**src/cab_pkg.sv**
```systemverilog
package cab_pkg;

   // Request operation codes
   typedef enum logic [1:0] {
      OP_RESERVE = 2'd0,
      OP_PUT     = 2'd1,
      OP_GET     = 2'd2,
      OP_RELEASE = 2'd3
   } cab_op_type;

   // Response error codes
   typedef enum logic [1:0] {
      ERR_OK        = 2'd0,
      ERR_NO_FREE   = 2'd1,
      ERR_UNDERFLOW = 2'd2,
      ERR_OVERFLOW  = 2'd3
   } cab_err_type;

   // Register index, taken from paddr bit 2
   typedef enum logic {
      CSR_MESSAGE_BASE = 1'b0,
      CSR_MESSAGE_SIZE = 1'b1
   } cab_csr_type;

   localparam int CSR_ADDR_W = 3;
   localparam int CSR_DATA_W = 32;
   localparam int ADDR_W     = 32;
   localparam int SIZE_W     = 16;

   // Controller states
   typedef enum logic [2:0] {
      ST_IDLE,
      ST_READ,
      ST_EXEC,
      ST_MUL,
      ST_SUM
   } cab_state_type;

   // Controller to datapath commands
   typedef struct packed {
      logic capture;
      logic exec;
      logic mul;
      logic load_out;
   } cab_cmd_type;

   // Datapath to controller status
   typedef struct packed {
      logic out_free;
   } cab_status_type;

endpackage

```
**src/cab_req_if.sv**
```systemverilog
interface cab_req_if #(
   parameter int IDX_W = 3
);
   logic             valid;
   logic             ready;
   logic [1:0]       operation;
   logic [IDX_W-1:0] buffer_index;

   modport source (output valid, output operation, output buffer_index, input ready);
   modport sink   (input valid, input operation, input buffer_index, output ready);
endinterface

```
**src/cab_rsp_if.sv**
```systemverilog
interface cab_rsp_if #(
   parameter int IDX_W = 3
);
   logic             valid;
   logic             ready;
   logic [IDX_W-1:0] result_index;
   logic [31:0]      message_address;
   logic [1:0]       error_code;

   modport source (output valid, output result_index, output message_address,
                   output error_code, input ready);
   modport sink   (input valid, input result_index, input message_address,
                   input error_code, output ready);
endinterface

```
**src/cab_ram.sv**
```systemverilog
module cab_ram #(
   parameter int WIDTH = 8,
   parameter int DEPTH = 8,
   localparam int AW   = (DEPTH > 1) ? $clog2(DEPTH) : 1
) (
   input  logic             clock,
   input  logic             wr_en,
   input  logic [AW-1:0]    wr_addr,
   input  logic [WIDTH-1:0] wr_data,
   input  logic [AW-1:0]    rd_addr,
   output logic [WIDTH-1:0] rd_data
);

   logic [WIDTH-1:0] mem_ff [DEPTH];
   logic [WIDTH-1:0] rd_data_ff;

   always_ff @(posedge clock) begin
      if (wr_en) begin
         mem_ff[wr_addr] <= wr_data;
      end
      rd_data_ff <= mem_ff[rd_addr];
   end

   assign rd_data = rd_data_ff;

endmodule

```
**src/cab_ctrl.sv**
```systemverilog
module cab_ctrl
   import cab_pkg::*;
(
   input  logic           clock,
   input  logic           reset,
   input  logic           req_valid,
   output logic           req_ready,
   input  cab_status_type status,
   output cab_cmd_type    cmd
);

   cab_state_type state_ff, state_in;

   // State register
   always_ff @(posedge clock) begin
      if (reset) begin
         state_ff <= ST_IDLE;
      end else begin
         state_ff <= state_in;
      end
   end

   // Sequence one request: capture, table read, update, scale, offset
   always_comb begin
      state_in  = state_ff;
      req_ready = 1'b0;
      cmd       = '0;
      unique case (state_ff)
         ST_IDLE: begin
            req_ready = 1'b1;
            if (req_valid) begin
               cmd.capture = 1'b1;
               state_in    = ST_READ;
            end
         end
         ST_READ: begin
            state_in = ST_EXEC;
         end
         ST_EXEC: begin
            cmd.exec = 1'b1;
            state_in = ST_MUL;
         end
         ST_MUL: begin
            cmd.mul  = 1'b1;
            state_in = ST_SUM;
         end
         ST_SUM: begin
            // hold until the output register can take the response
            if (status.out_free) begin
               cmd.load_out = 1'b1;
               state_in     = ST_IDLE;
            end
         end
         default: begin
            state_in = ST_IDLE;
         end
      endcase
   end

endmodule

```
**src/cab_dpath.sv**
```systemverilog
module cab_dpath
   import cab_pkg::*;
#(
   parameter int NUM_BUFFERS  = 8,
   parameter int COUNT_WIDTH  = 8,
   localparam int IDX_W       = $clog2(NUM_BUFFERS),
   localparam int CNT_W       = $clog2(NUM_BUFFERS + 1)
) (
   input  logic                clock,
   input  logic                reset,
   input  cab_cmd_type         cmd,
   output cab_status_type      status,
   input  logic [1:0]          req_operation,
   input  logic [IDX_W-1:0]    req_buffer_index,
   input  logic [ADDR_W-1:0]   message_base,
   input  logic [SIZE_W-1:0]   message_size,
   input  logic                rsp_ready,
   output logic                rsp_valid,
   output logic [IDX_W-1:0]    rsp_result_index,
   output logic [ADDR_W-1:0]   rsp_message_address,
   output logic [1:0]          rsp_error_code
);

   localparam int PROD_W = IDX_W + SIZE_W;
   localparam logic [COUNT_WIDTH-1:0] COUNT_MAX = '1;
   localparam logic [CNT_W-1:0]       NUM_CNT   = CNT_W'(NUM_BUFFERS);

   // Captured request
   cab_op_type       op_ff, op_in;
   logic [IDX_W-1:0] idx_ff, idx_in;
   logic [IDX_W:0]   idx_wide;

   // Manager state
   logic [CNT_W-1:0]       free_count_ff, free_count_in;
   logic [CNT_W-1:0]       low_ff, low_in;
   logic [IDX_W-1:0]       most_recent_ff, most_recent_in;
   logic [NUM_BUFFERS-1:0] rc_valid_ff, rc_valid_in;

   // Result pipeline
   logic [IDX_W-1:0]  res_idx_ff, res_idx_in;
   cab_err_type       err_ff, err_in;
   logic              zero_ff, zero_in;
   logic [PROD_W-1:0] prod_ff, prod_in;

   // Output register
   logic              rsp_valid_ff, rsp_valid_in;
   logic [IDX_W-1:0]  rsp_idx_ff;
   logic [ADDR_W-1:0] rsp_addr_ff, rsp_addr_in;
   cab_err_type       rsp_err_ff;

   // Memory ports
   logic                   fs_we;
   logic [IDX_W-1:0]       fs_wdata, fs_rdata, fs_raddr, fs_val;
   logic                   rc_we;
   logic [IDX_W-1:0]       rc_addr;
   logic [COUNT_WIDTH-1:0] rc_wdata, rc_rdata, rc_val;
   logic                   push_en;
   logic [IDX_W-1:0]       push_idx;

   // Free stack and reader count tables
   cab_ram #(.WIDTH(IDX_W), .DEPTH(NUM_BUFFERS)) u_free_stack (
      .clock   (clock),
      .wr_en   (fs_we),
      .wr_addr (free_count_ff[IDX_W-1:0]),
      .wr_data (fs_wdata),
      .rd_addr (fs_raddr),
      .rd_data (fs_rdata)
   );

   cab_ram #(.WIDTH(COUNT_WIDTH), .DEPTH(NUM_BUFFERS)) u_reader_count (
      .clock   (clock),
      .wr_en   (rc_we),
      .wr_addr (rc_addr),
      .wr_data (rc_wdata),
      .rd_addr (rc_addr),
      .rd_data (rc_rdata)
   );

   // Read the stack top and the counter of the addressed buffer
   assign fs_raddr = IDX_W'(free_count_ff - CNT_W'(1));
   assign rc_addr  = (op_ff == OP_RELEASE) ? idx_ff : most_recent_ff;

   // Stack slots below the low-water mark were never written since reset
   assign fs_val = (low_ff == free_count_ff) ? fs_raddr : fs_rdata;
   assign rc_val = rc_valid_ff[rc_addr] ? rc_rdata : '0;

   // Fold an out-of-range index back into the buffer range
   assign idx_wide = {1'b0, req_buffer_index};

   always_comb begin
      op_in  = op_ff;
      idx_in = idx_ff;
      if (cmd.capture) begin
         op_in = cab_op_type'(req_operation);
         if (idx_wide >= (IDX_W + 1)'(NUM_BUFFERS)) begin
            idx_in = IDX_W'(idx_wide - (IDX_W + 1)'(NUM_BUFFERS));
         end else begin
            idx_in = req_buffer_index;
         end
      end
   end

   // Apply the operation to the manager state
   always_comb begin
      free_count_in  = free_count_ff;
      low_in         = low_ff;
      most_recent_in = most_recent_ff;
      rc_valid_in    = rc_valid_ff;
      res_idx_in     = res_idx_ff;
      err_in         = err_ff;
      zero_in        = zero_ff;
      fs_we          = 1'b0;
      fs_wdata       = most_recent_ff;
      rc_we          = 1'b0;
      rc_wdata       = rc_val;
      push_en        = 1'b0;
      push_idx       = most_recent_ff;
      if (cmd.exec) begin
         res_idx_in = idx_ff;
         err_in     = ERR_OK;
         zero_in    = 1'b0;
         unique case (op_ff)
            OP_RESERVE: begin
               if (free_count_ff == '0) begin
                  err_in     = ERR_NO_FREE;
                  res_idx_in = '0;
                  zero_in    = 1'b1;
               end else begin
                  free_count_in = free_count_ff - CNT_W'(1);
                  res_idx_in    = fs_val;
                  if (low_ff == free_count_ff) begin
                     low_in = free_count_ff - CNT_W'(1);
                  end
               end
            end
            OP_PUT: begin
               // free the old most recent buffer when nobody reads it
               push_en        = (rc_val == '0);
               push_idx       = most_recent_ff;
               most_recent_in = idx_ff;
            end
            OP_GET: begin
               res_idx_in = most_recent_ff;
               if (rc_val == COUNT_MAX) begin
                  err_in = ERR_OVERFLOW;
               end else begin
                  rc_we                = 1'b1;
                  rc_wdata             = rc_val + COUNT_WIDTH'(1);
                  rc_valid_in[rc_addr] = 1'b1;
               end
            end
            OP_RELEASE: begin
               if (rc_val == '0) begin
                  err_in = ERR_UNDERFLOW;
               end else begin
                  rc_we                = 1'b1;
                  rc_wdata             = rc_val - COUNT_WIDTH'(1);
                  rc_valid_in[rc_addr] = 1'b1;
                  push_en  = (rc_val == COUNT_WIDTH'(1)) && (idx_ff != most_recent_ff);
                  push_idx = idx_ff;
               end
            end
            default: begin
               err_in = ERR_OK;
            end
         endcase
         // drop the push when the stack is already full
         if (push_en && (free_count_ff < NUM_CNT)) begin
            fs_we         = 1'b1;
            fs_wdata      = push_idx;
            free_count_in = free_count_ff + CNT_W'(1);
         end
      end
   end

   // Scale the index by the message size
   always_comb begin
      prod_in = prod_ff;
      if (cmd.mul) begin
         prod_in = PROD_W'(res_idx_ff) * PROD_W'(message_size);
      end
   end

   // Offset by the base and load the output register
   assign rsp_addr_in = zero_ff ? '0 : message_base + ADDR_W'(prod_ff);

   always_comb begin
      rsp_valid_in = rsp_valid_ff;
      if (cmd.load_out) begin
         rsp_valid_in = 1'b1;
      end else if (rsp_ready) begin
         rsp_valid_in = 1'b0;
      end
   end

   assign status.out_free = !rsp_valid_ff || rsp_ready;

   // Control state
   always_ff @(posedge clock) begin
      if (reset) begin
         free_count_ff  <= CNT_W'(NUM_BUFFERS - 1);
         low_ff         <= CNT_W'(NUM_BUFFERS - 1);
         most_recent_ff <= IDX_W'(NUM_BUFFERS - 1);
         rc_valid_ff    <= '0;
         rsp_valid_ff   <= 1'b0;
      end else begin
         free_count_ff  <= free_count_in;
         low_ff         <= low_in;
         most_recent_ff <= most_recent_in;
         rc_valid_ff    <= rc_valid_in;
         rsp_valid_ff   <= rsp_valid_in;
      end
   end

   // Payload
   always_ff @(posedge clock) begin
      op_ff      <= op_in;
      idx_ff     <= idx_in;
      res_idx_ff <= res_idx_in;
      err_ff     <= err_in;
      zero_ff    <= zero_in;
      prod_ff    <= prod_in;
      if (cmd.load_out) begin
         rsp_idx_ff  <= res_idx_ff;
         rsp_addr_ff <= rsp_addr_in;
         rsp_err_ff  <= err_ff;
      end
   end

   assign rsp_valid           = rsp_valid_ff;
   assign rsp_result_index    = rsp_idx_ff;
   assign rsp_message_address = rsp_addr_ff;
   assign rsp_error_code      = rsp_err_ff;

   a_free_count_range: assert property (@(posedge clock) disable iff (reset)
      free_count_ff <= NUM_CNT)
      else $error("free count above buffer count");

   a_low_water: assert property (@(posedge clock) disable iff (reset)
      low_ff <= free_count_ff)
      else $error("low-water mark above free count");

   a_most_recent_range: assert property (@(posedge clock) disable iff (reset)
      most_recent_ff < IDX_W'(NUM_BUFFERS - 1) || most_recent_ff == IDX_W'(NUM_BUFFERS - 1))
      else $error("most recent index out of range");

   a_reserve_pops: assert property (@(posedge clock) disable iff (reset)
      (cmd.exec && op_ff == OP_RESERVE && free_count_ff != '0)
      |=> free_count_ff == $past(free_count_ff) - CNT_W'(1))
      else $error("reserve did not pop the free stack");

endmodule

```
**src/cyclic_async_buffer_manager_top.sv**
```systemverilog
// Channel  Direction  Handshake      Payload
// req_bus  in         valid/ready    operation, buffer_index
// rsp_bus  out        valid/ready    result_index, message_address, error_code
// csr_*    in/out     APB, pready=1  message_base @0x0, message_size @0x4
//
// One request at a time: after accept the request passes capture, table read,
// update, scale by size and add base before the response is loaded; the next
// request is accepted only once the controller is back in idle.
// The registered read of the free stack and reader count tables sets the
// read cycle; the response register frees the core while a result waits.
// A stalled response holds the last cycle until rsp_bus.ready frees it.
// Synchronous reset: buffer N-1 is most recent, N-1 buffers free, no readers.
module cyclic_async_buffer_manager_top
   import cab_pkg::*;
#(
   parameter int NUM_BUFFERS = 8,
   parameter int COUNT_WIDTH = 8
) (
   input  logic                  clock,
   input  logic                  reset,
   cab_req_if.sink               req_bus,
   cab_rsp_if.source             rsp_bus,
   input  logic                  csr_psel,
   input  logic                  csr_penable,
   input  logic                  csr_pwrite,
   input  logic [CSR_ADDR_W-1:0] csr_paddr,
   input  logic [CSR_DATA_W-1:0] csr_pwdata,
   output logic [CSR_DATA_W-1:0] csr_prdata,
   output logic                  csr_pready
);

   logic [ADDR_W-1:0] base_ff, base_in;
   logic [SIZE_W-1:0] size_ff, size_in;
   logic              csr_write;
   cab_csr_type       csr_sel;
   cab_cmd_type       cmd;
   cab_status_type    status;

   // Configuration registers
   assign csr_pready = 1'b1;
   assign csr_write  = csr_psel && csr_penable && csr_pwrite;
   assign csr_sel    = cab_csr_type'(csr_paddr[2]);

   always_comb begin
      base_in = base_ff;
      size_in = size_ff;
      if (csr_write) begin
         unique case (csr_sel)
            CSR_MESSAGE_BASE: base_in = csr_pwdata;
            CSR_MESSAGE_SIZE: size_in = csr_pwdata[SIZE_W-1:0];
            default:          base_in = base_ff;
         endcase
      end
   end

   always_ff @(posedge clock) begin
      if (reset) begin
         base_ff <= '0;
         size_ff <= SIZE_W'(1);
      end else begin
         base_ff <= base_in;
         size_ff <= size_in;
      end
   end

   // Read back the selected register
   always_comb begin
      unique case (csr_sel)
         CSR_MESSAGE_BASE: csr_prdata = base_ff;
         CSR_MESSAGE_SIZE: csr_prdata = CSR_DATA_W'(size_ff);
         default:          csr_prdata = '0;
      endcase
   end

   cab_ctrl u_ctrl (
      .clock     (clock),
      .reset     (reset),
      .req_valid (req_bus.valid),
      .req_ready (req_bus.ready),
      .status    (status),
      .cmd       (cmd)
   );

   cab_dpath #(
      .NUM_BUFFERS (NUM_BUFFERS),
      .COUNT_WIDTH (COUNT_WIDTH)
   ) u_dpath (
      .clock               (clock),
      .reset               (reset),
      .cmd                 (cmd),
      .status              (status),
      .req_operation       (req_bus.operation),
      .req_buffer_index    (req_bus.buffer_index),
      .message_base        (base_ff),
      .message_size        (size_ff),
      .rsp_ready           (rsp_bus.ready),
      .rsp_valid           (rsp_bus.valid),
      .rsp_result_index    (rsp_bus.result_index),
      .rsp_message_address (rsp_bus.message_address),
      .rsp_error_code      (rsp_bus.error_code)
   );

endmodule

```
**src/flat_wrapper.sv**
```systemverilog
// flat-port wrapper written by rule: the top's interface ports become plain ports
module cyclic_async_buffer_manager_top_flat import cab_pkg::*;
#(
   parameter int NUM_BUFFERS = 8,
   parameter int COUNT_WIDTH = 8
)
  (clock, reset, csr_psel, csr_penable, csr_pwrite, csr_paddr, csr_pwdata, csr_prdata, csr_pready, req_bus_valid, req_bus_operation, req_bus_buffer_index, req_bus_ready, rsp_bus_valid, rsp_bus_result_index, rsp_bus_message_address, rsp_bus_error_code, rsp_bus_ready);
  cab_req_if req_bus_i ();
  cab_rsp_if rsp_bus_i ();
  input  logic clock;
  input  logic reset;
  input  logic csr_psel;
  input  logic csr_penable;
  input  logic csr_pwrite;
  input  logic [CSR_ADDR_W-1:0] csr_paddr;
  input  logic [CSR_DATA_W-1:0] csr_pwdata;
  output logic [CSR_DATA_W-1:0] csr_prdata;
  output logic csr_pready;
  input wire logic [$bits(req_bus_i.valid)-1:0] req_bus_valid;
  input wire logic [$bits(req_bus_i.operation)-1:0] req_bus_operation;
  input wire logic [$bits(req_bus_i.buffer_index)-1:0] req_bus_buffer_index;
  output wire logic [$bits(req_bus_i.ready)-1:0] req_bus_ready;
  output wire logic [$bits(rsp_bus_i.valid)-1:0] rsp_bus_valid;
  output wire logic [$bits(rsp_bus_i.result_index)-1:0] rsp_bus_result_index;
  output wire logic [$bits(rsp_bus_i.message_address)-1:0] rsp_bus_message_address;
  output wire logic [$bits(rsp_bus_i.error_code)-1:0] rsp_bus_error_code;
  input wire logic [$bits(rsp_bus_i.ready)-1:0] rsp_bus_ready;
  assign req_bus_i.valid = req_bus_valid;
  assign req_bus_i.operation = req_bus_operation;
  assign req_bus_i.buffer_index = req_bus_buffer_index;
  assign req_bus_ready = req_bus_i.ready;
  assign rsp_bus_valid = rsp_bus_i.valid;
  assign rsp_bus_result_index = rsp_bus_i.result_index;
  assign rsp_bus_message_address = rsp_bus_i.message_address;
  assign rsp_bus_error_code = rsp_bus_i.error_code;
  assign rsp_bus_i.ready = rsp_bus_ready;
  cyclic_async_buffer_manager_top #(.NUM_BUFFERS(NUM_BUFFERS), .COUNT_WIDTH(COUNT_WIDTH)) u_core (.clock(clock), .reset(reset), .req_bus(req_bus_i), .rsp_bus(rsp_bus_i), .csr_psel(csr_psel), .csr_penable(csr_penable), .csr_pwrite(csr_pwrite), .csr_paddr(csr_paddr), .csr_pwdata(csr_pwdata), .csr_prdata(csr_prdata), .csr_pready(csr_pready));
endmodule
```
**config.mk**
```make
export PLATFORM = sky130hd
export DESIGN_NAME = cyclic_async_buffer_manager_top_flat
export DESIGN_NICKNAME = d
export VERILOG_FILES = /design/src/cab_pkg.sv /design/src/cab_req_if.sv /design/src/cab_rsp_if.sv /design/src/cab_ram.sv /design/src/cab_ctrl.sv /design/src/cab_dpath.sv /design/src/cyclic_async_buffer_manager_top.sv /design/src/flat_wrapper.sv
export SDC_FILE = /design/constraint.sdc
export NUM_CORES = 1
export LEC_CHECK = 0
export BUFFER_PORTS_ARGS = -buffer_cell sky130_fd_sc_hd__buf_2
export CORE_MARGIN = 10
export CORE_UTILIZATION = 64
export CTS_BUF_LIST = sky130_fd_sc_hd__clkbuf_16
export DETAILED_ROUTE_END_ITERATION = 8
export PLACE_DENSITY = 0.95
export SLEW_MARGIN = 40
export SYNTH_ARGS = -nofsm -noshare
export SYNTH_HDL_FRONTEND = slang
export SYNTH_SLANG_ARGS = --single-unit
```
**constraint.sdc**
```tcl
create_clock -name clock -period 5.9 [get_ports clock]
set_input_delay 0.295 -clock clock [delete_from_list [all_inputs] [get_ports clock]]
set_output_delay 0.295 -clock clock [all_outputs]
set_load 0.005 [all_outputs]
```
==> flow_summary.yaml <==
grt:
  globalRouteTotalUtil_pct: 24.1
  grt_start_max_net_pins: 73
  first_global_vias: 9745
  global_route_wire_length_before_repair_um: 49200
  number_of_antenna_violations_at_the_first_check_in_global_routing: 0
  overflow: 0
final_layout:
  nNetsFinal: 1392
  finalInstanceArea_mm2: 0.0139
  fillers: 1187
  area.growth.synth_to_final_pct: 14.0
  layout-drive-gt1-share_pct: 17.6
  layout.cells.non_filler: 1542
clocking:
  clkTransAtPathRegs_ns: 0.06
  cts_root_buffer: "sky130_fd_sc_hd__clkbuf_16"
  tritoncts: "yes"
  post_cts_resized: 0
  max-clock-path-buffers: 3
  total_clock_buffers_created_by_cts: 25
  cts_htree_levels: 1
  cts_sinks: 237
  worst_skew_pair.late_latency_ns: 0.54
setup_path:
  timing.reg2reg.setup_slack_ns: 0.86
  critical_register_to_register_path_endpoint: "u_core.u_dpath.u_free_stack.mem_ff[6][1]"
  crit_fanout: 22
  arrival_ns: 5.26
  crit_type: "flop to flop"
  required_ns: 6.12
  start_kind: "flop"
  launching_point_of_the_worst_reg2reg_path: "u_core.u_dpath.op_ff[0]"
  worst_setup_path_startpoint: "u_core.u_dpath.op_ff[0]"
  timing.critical_path.to_type: "flop"
  timing.reg2reg.worst_path_depth: 15
die:
  die_outline_area_mm2: 0.0250
  coreArea_mm2: 0.0188
  rows: 50
  chipWidth_um: 158
  num_io_pins: 119
  die_height_um: 158
  starting_utilization_of_the_core_area_pct: 65.2
logic_synthesis:
  netlist_area_mm2: 0.0122
  synth_enable_flop_cells: 155
  yosys_register_bits: 237
  synthesis.yosys.warnings: 0
  synth_sequential_area_ratio_pct: 51.5
  synth_cell_types: 86
  ys_dominant_reg_cell: "sky130_fd_sc_hd__edfxtp_1"
  async_flop_share_pct: 0
  syn-num-nets: 1275
  postSynthAreaPerCell_um2: 10.5
  synthCells: 1170
min_path:
  min_from: "csr_pwdata[23]"
  hold_path_cell_cnt: 3
  hold_path_end: "u_core.base_ff[23]"
  hold_class: "input port to flop"
drt:
  vias: 9866
  drt_first_iter_violations: 1016
  drt_wl_total_um: 30900
  route.detailed.wl_per_inst_um: 20.1
  dr.pass1.iters: 5
  via_per_inst: 6.40
  ant_nets: 0
  drc: 0
placement:
  dp_worst_setup_slack_ns: 1.02
  post-dp-hpwl_um: 21000
  buffer_ports.inserted: 115
  place.gp.congestion: 0.909
  placedInstanceArea_mm2: 0.0130
  placed_cells: 1480
power_and_ir_drop:
  ir_worst_vdd_mv: 0.314
  leakagePower_nw: 5.39
  power_per_cell_area_mw_per_mm2: 274
sta:
  fin_skew_ns: 0.0255
  final-max-slew-violation-count: 0
  fmax_mhz: 199
  final.min_clock_period_ns: 5.04
  finalSetupViolCount: 0
  worst_slew_margin_rel_pct: 44.2
  finalHoldViolCount: 0
  postLayoutSetupSlackWorst_ns: 0.863
  worst_slew_pin_slew_ns: 0.832
  final_layout_setup_total_negative_slack_ns: 0
  fin_crit_sh_pct: 85.4
  rsz0062_at_grt: "no"
status:
  result_of_the_run: "finished clean"
flow_run:
  maxCapViolations: 0
-- power breakdown --
part | switching, W | total [W] | internal [W] | leakage (nW)
sequential | 0.0000681 | 0.00189 | 0.00183 | 2.05
clock | 0.000628 | 0.00153 | 0.000898 | 0.420
combinational | 0.000255 | 0.000405 | 0.000149 | 2.92
-- kinds of logic after synthesis --
kind of cell | Yosys count | synth area share [%]
DFF | 237 | 51.5
other | 1 | 0.0306
muxes | 39 | 4.11
and+or+nand+nor | 420 | 16.4
adders and majority gates | 58 | 6.91
buffers and inverters | 107 | 3.57
xor gates and xnor gates | 34 | 2.50
AOI/OAI and AO/OA | 274 | 15.0
-- flip-flops by register name, indices dropped and copies added, names as in the netlist, 4 cells and up --
signal	flops
u_core.u_dpath.u_reader_count.rd_data	8
u_core.size_ff	16
u_core.u_dpath.rc_valid_ff	8
u_core.u_dpath.u_reader_count.mem_ff	64
u_core.base_ff	32
u_core.u_dpath.low_ff	4
u_core.u_dpath.prod_ff	19
u_core.u_dpath.rsp_message_address	32
u_core.u_dpath.free_count_ff	4
u_core.u_dpath.u_free_stack.mem_ff	24
-- how the worst max path moves through the flow --
| stage | slack, ns | end | depth (start not counted) |
|---|---|---|---|
| after global placement | 1.25 | u_core.u_dpath.u_free_stack.mem_ff[4][1] | 14 |
| after global routing | 0.70 | u_core.u_dpath.u_free_stack.mem_ff[2][1] | 14 |
| after floorplan | 2.15 | u_core.u_dpath.u_free_stack.mem_ff[6][0] | 15 |
| after detailed placement | 1.02 | u_core.u_dpath.u_free_stack.mem_ff[5][1] | 14 |
| final | 0.86 | u_core.u_dpath.u_free_stack.mem_ff[6][1] | 15 |
| after CTS | 0.97 | u_core.u_dpath.u_free_stack.mem_ff[6][1] | 15 |
-- cell usage in the layout (no fill, tap or decap), drive strengths merged, types with 9 or more instances in the layout --
cell type | Yosys | final
inv | 59 | 69
mux2 | 24 | 24
edfxtp | 155 | 155
dfxtp | 82 | 82
o21a | 12 | 12
buf | 12 | 124
and2 | 22 | 22
a31oi | 16 | 16
o21ai | 33 | 33
nand2b | 9 | 9
nor2b | 26 | 26
nor2 | 78 | 78
a21oi | 102 | 102
nor3 | 30 | 30
xor2 | 10 | 10
o31ai | 9 | 9
a211oi | 12 | 12
dlygate4sd3 | 0 | 14
nand2 | 185 | 185
nand3 | 27 | 27
o211ai | 9 | 9
xnor2 | 24 | 24
clkbuf | 36 | 25
mux2i | 9 | 9
a22oi | 22 | 22
fa | 16 | 16
nand4 | 12 | 12
ha | 42 | 42
a21o | 9 | 9
-- synth_stat cells, types with 6 or more instances --
library cell / number / area (um^2)
sky130_fd_sc_hd__dfxtp_1: 82 / 1640
sky130_fd_sc_hd__and3_1: 6 / 37.5
sky130_fd_sc_hd__or3_1: 7 / 43.8
sky130_fd_sc_hd__a21o_1: 9 / 67.6
sky130_fd_sc_hd__inv_1: 59 / 221
sky130_fd_sc_hd__o31ai_1: 9 / 67.6
sky130_fd_sc_hd__nand3_1: 22 / 110
sky130_fd_sc_hd__ha_1: 42 / 526
sky130_fd_sc_hd__o21a_1: 12 / 90.1
sky130_fd_sc_hd__o221ai_1: 7 / 61.3
sky130_fd_sc_hd__mux4_2: 6 / 135
sky130_fd_sc_hd__fa_1: 16 / 320
sky130_fd_sc_hd__mux2i_1: 9 / 90.1
sky130_fd_sc_hd__edfxtp_1: 155 / 4650
sky130_fd_sc_hd__xnor2_1: 23 / 201
sky130_fd_sc_hd__mux2_2: 19 / 214
sky130_fd_sc_hd__o21bai_1: 7 / 52.6
sky130_fd_sc_hd__nand2b_1: 9 / 56.3
sky130_fd_sc_hd__nand4_1: 12 / 75.1
sky130_fd_sc_hd__nor2_1: 78 / 293
sky130_fd_sc_hd__o211ai_1: 7 / 52.6
sky130_fd_sc_hd__and2_1: 20 / 125
sky130_fd_sc_hd__nor3_1: 25 / 125
sky130_fd_sc_hd__a31oi_1: 14 / 87.6
sky130_fd_sc_hd__a22oi_1: 22 / 165
sky130_fd_sc_hd__xor2_1: 10 / 87.6
sky130_fd_sc_hd__a211oi_1: 8 / 60.1
sky130_fd_sc_hd__nor2b_1: 26 / 163
sky130_fd_sc_hd__a21oi_1: 98 / 490
sky130_fd_sc_hd__clkbuf_1: 36 / 135
sky130_fd_sc_hd__o21ai_0: 29 / 145
sky130_fd_sc_hd__nand2_1: 181 / 679
-- through the flow --
step	power, W	hold WS (ns)	util, %
final	0.00382	0.00859	74.3
after global routing	0.00393	0.00825	74.3
after CTS	0.00382	0.00467	74.2
after detailed placement	0.00230	0.462	69.2
after global placement	0.00228	0.453	69.0
after floorplan	0.00219	0.394	-
-- what timing repair did --
item                                   in CTS  in global routing
hold buffers                               14                  0
buffers inserted                            0                  0
endpoints found under the hold margin      14                  0
-- routing by layer --
layer	global-route usage [%]	share of wire, %
met5	0	0
met4	10.0	3.9
met3	4.45	9.4
met2	41.5	50
met1	29.0	37
-- final cells by class --
cell class              count  area [um^2]  area share, %
inverters                  59          221           1.59
diodes                      2         5.00         0.0359
multi-input cells         826         5540           39.7
clock buffers              25          626           4.49
repair buffers            138          798           5.72
well taps                 234          293           2.10
flip-flops and latches    237         6300           45.1
clock inverters            21          170           1.22
-- worst max-delay path, stage by stage, from the launching register on --
cell and delay, ns:
sky130_fd_sc_hd__edfxtp_1 0.84, sky130_fd_sc_hd__a21bo_2 0.35, sky130_fd_sc_hd__and2_2 0.38, sky130_fd_sc_hd__a211oi_2 0.15, sky130_fd_sc_hd__a2111oi_2 0.38, sky130_fd_sc_hd__buf_4 0.27
sky130_fd_sc_hd__nand2_1 0.11, sky130_fd_sc_hd__inv_1 0.19, sky130_fd_sc_hd__ha_1 0.23, sky130_fd_sc_hd__nand2_1 0.06, sky130_fd_sc_hd__a31oi_1 0.16, sky130_fd_sc_hd__a21oi_1 0.08
sky130_fd_sc_hd__or3_4 0.35, sky130_fd_sc_hd__a211oi_2 0.39, sky130_fd_sc_hd__nand3_2 0.20, sky130_fd_sc_hd__mux2i_1 0.59
Power figures use the tool's default switching activity.
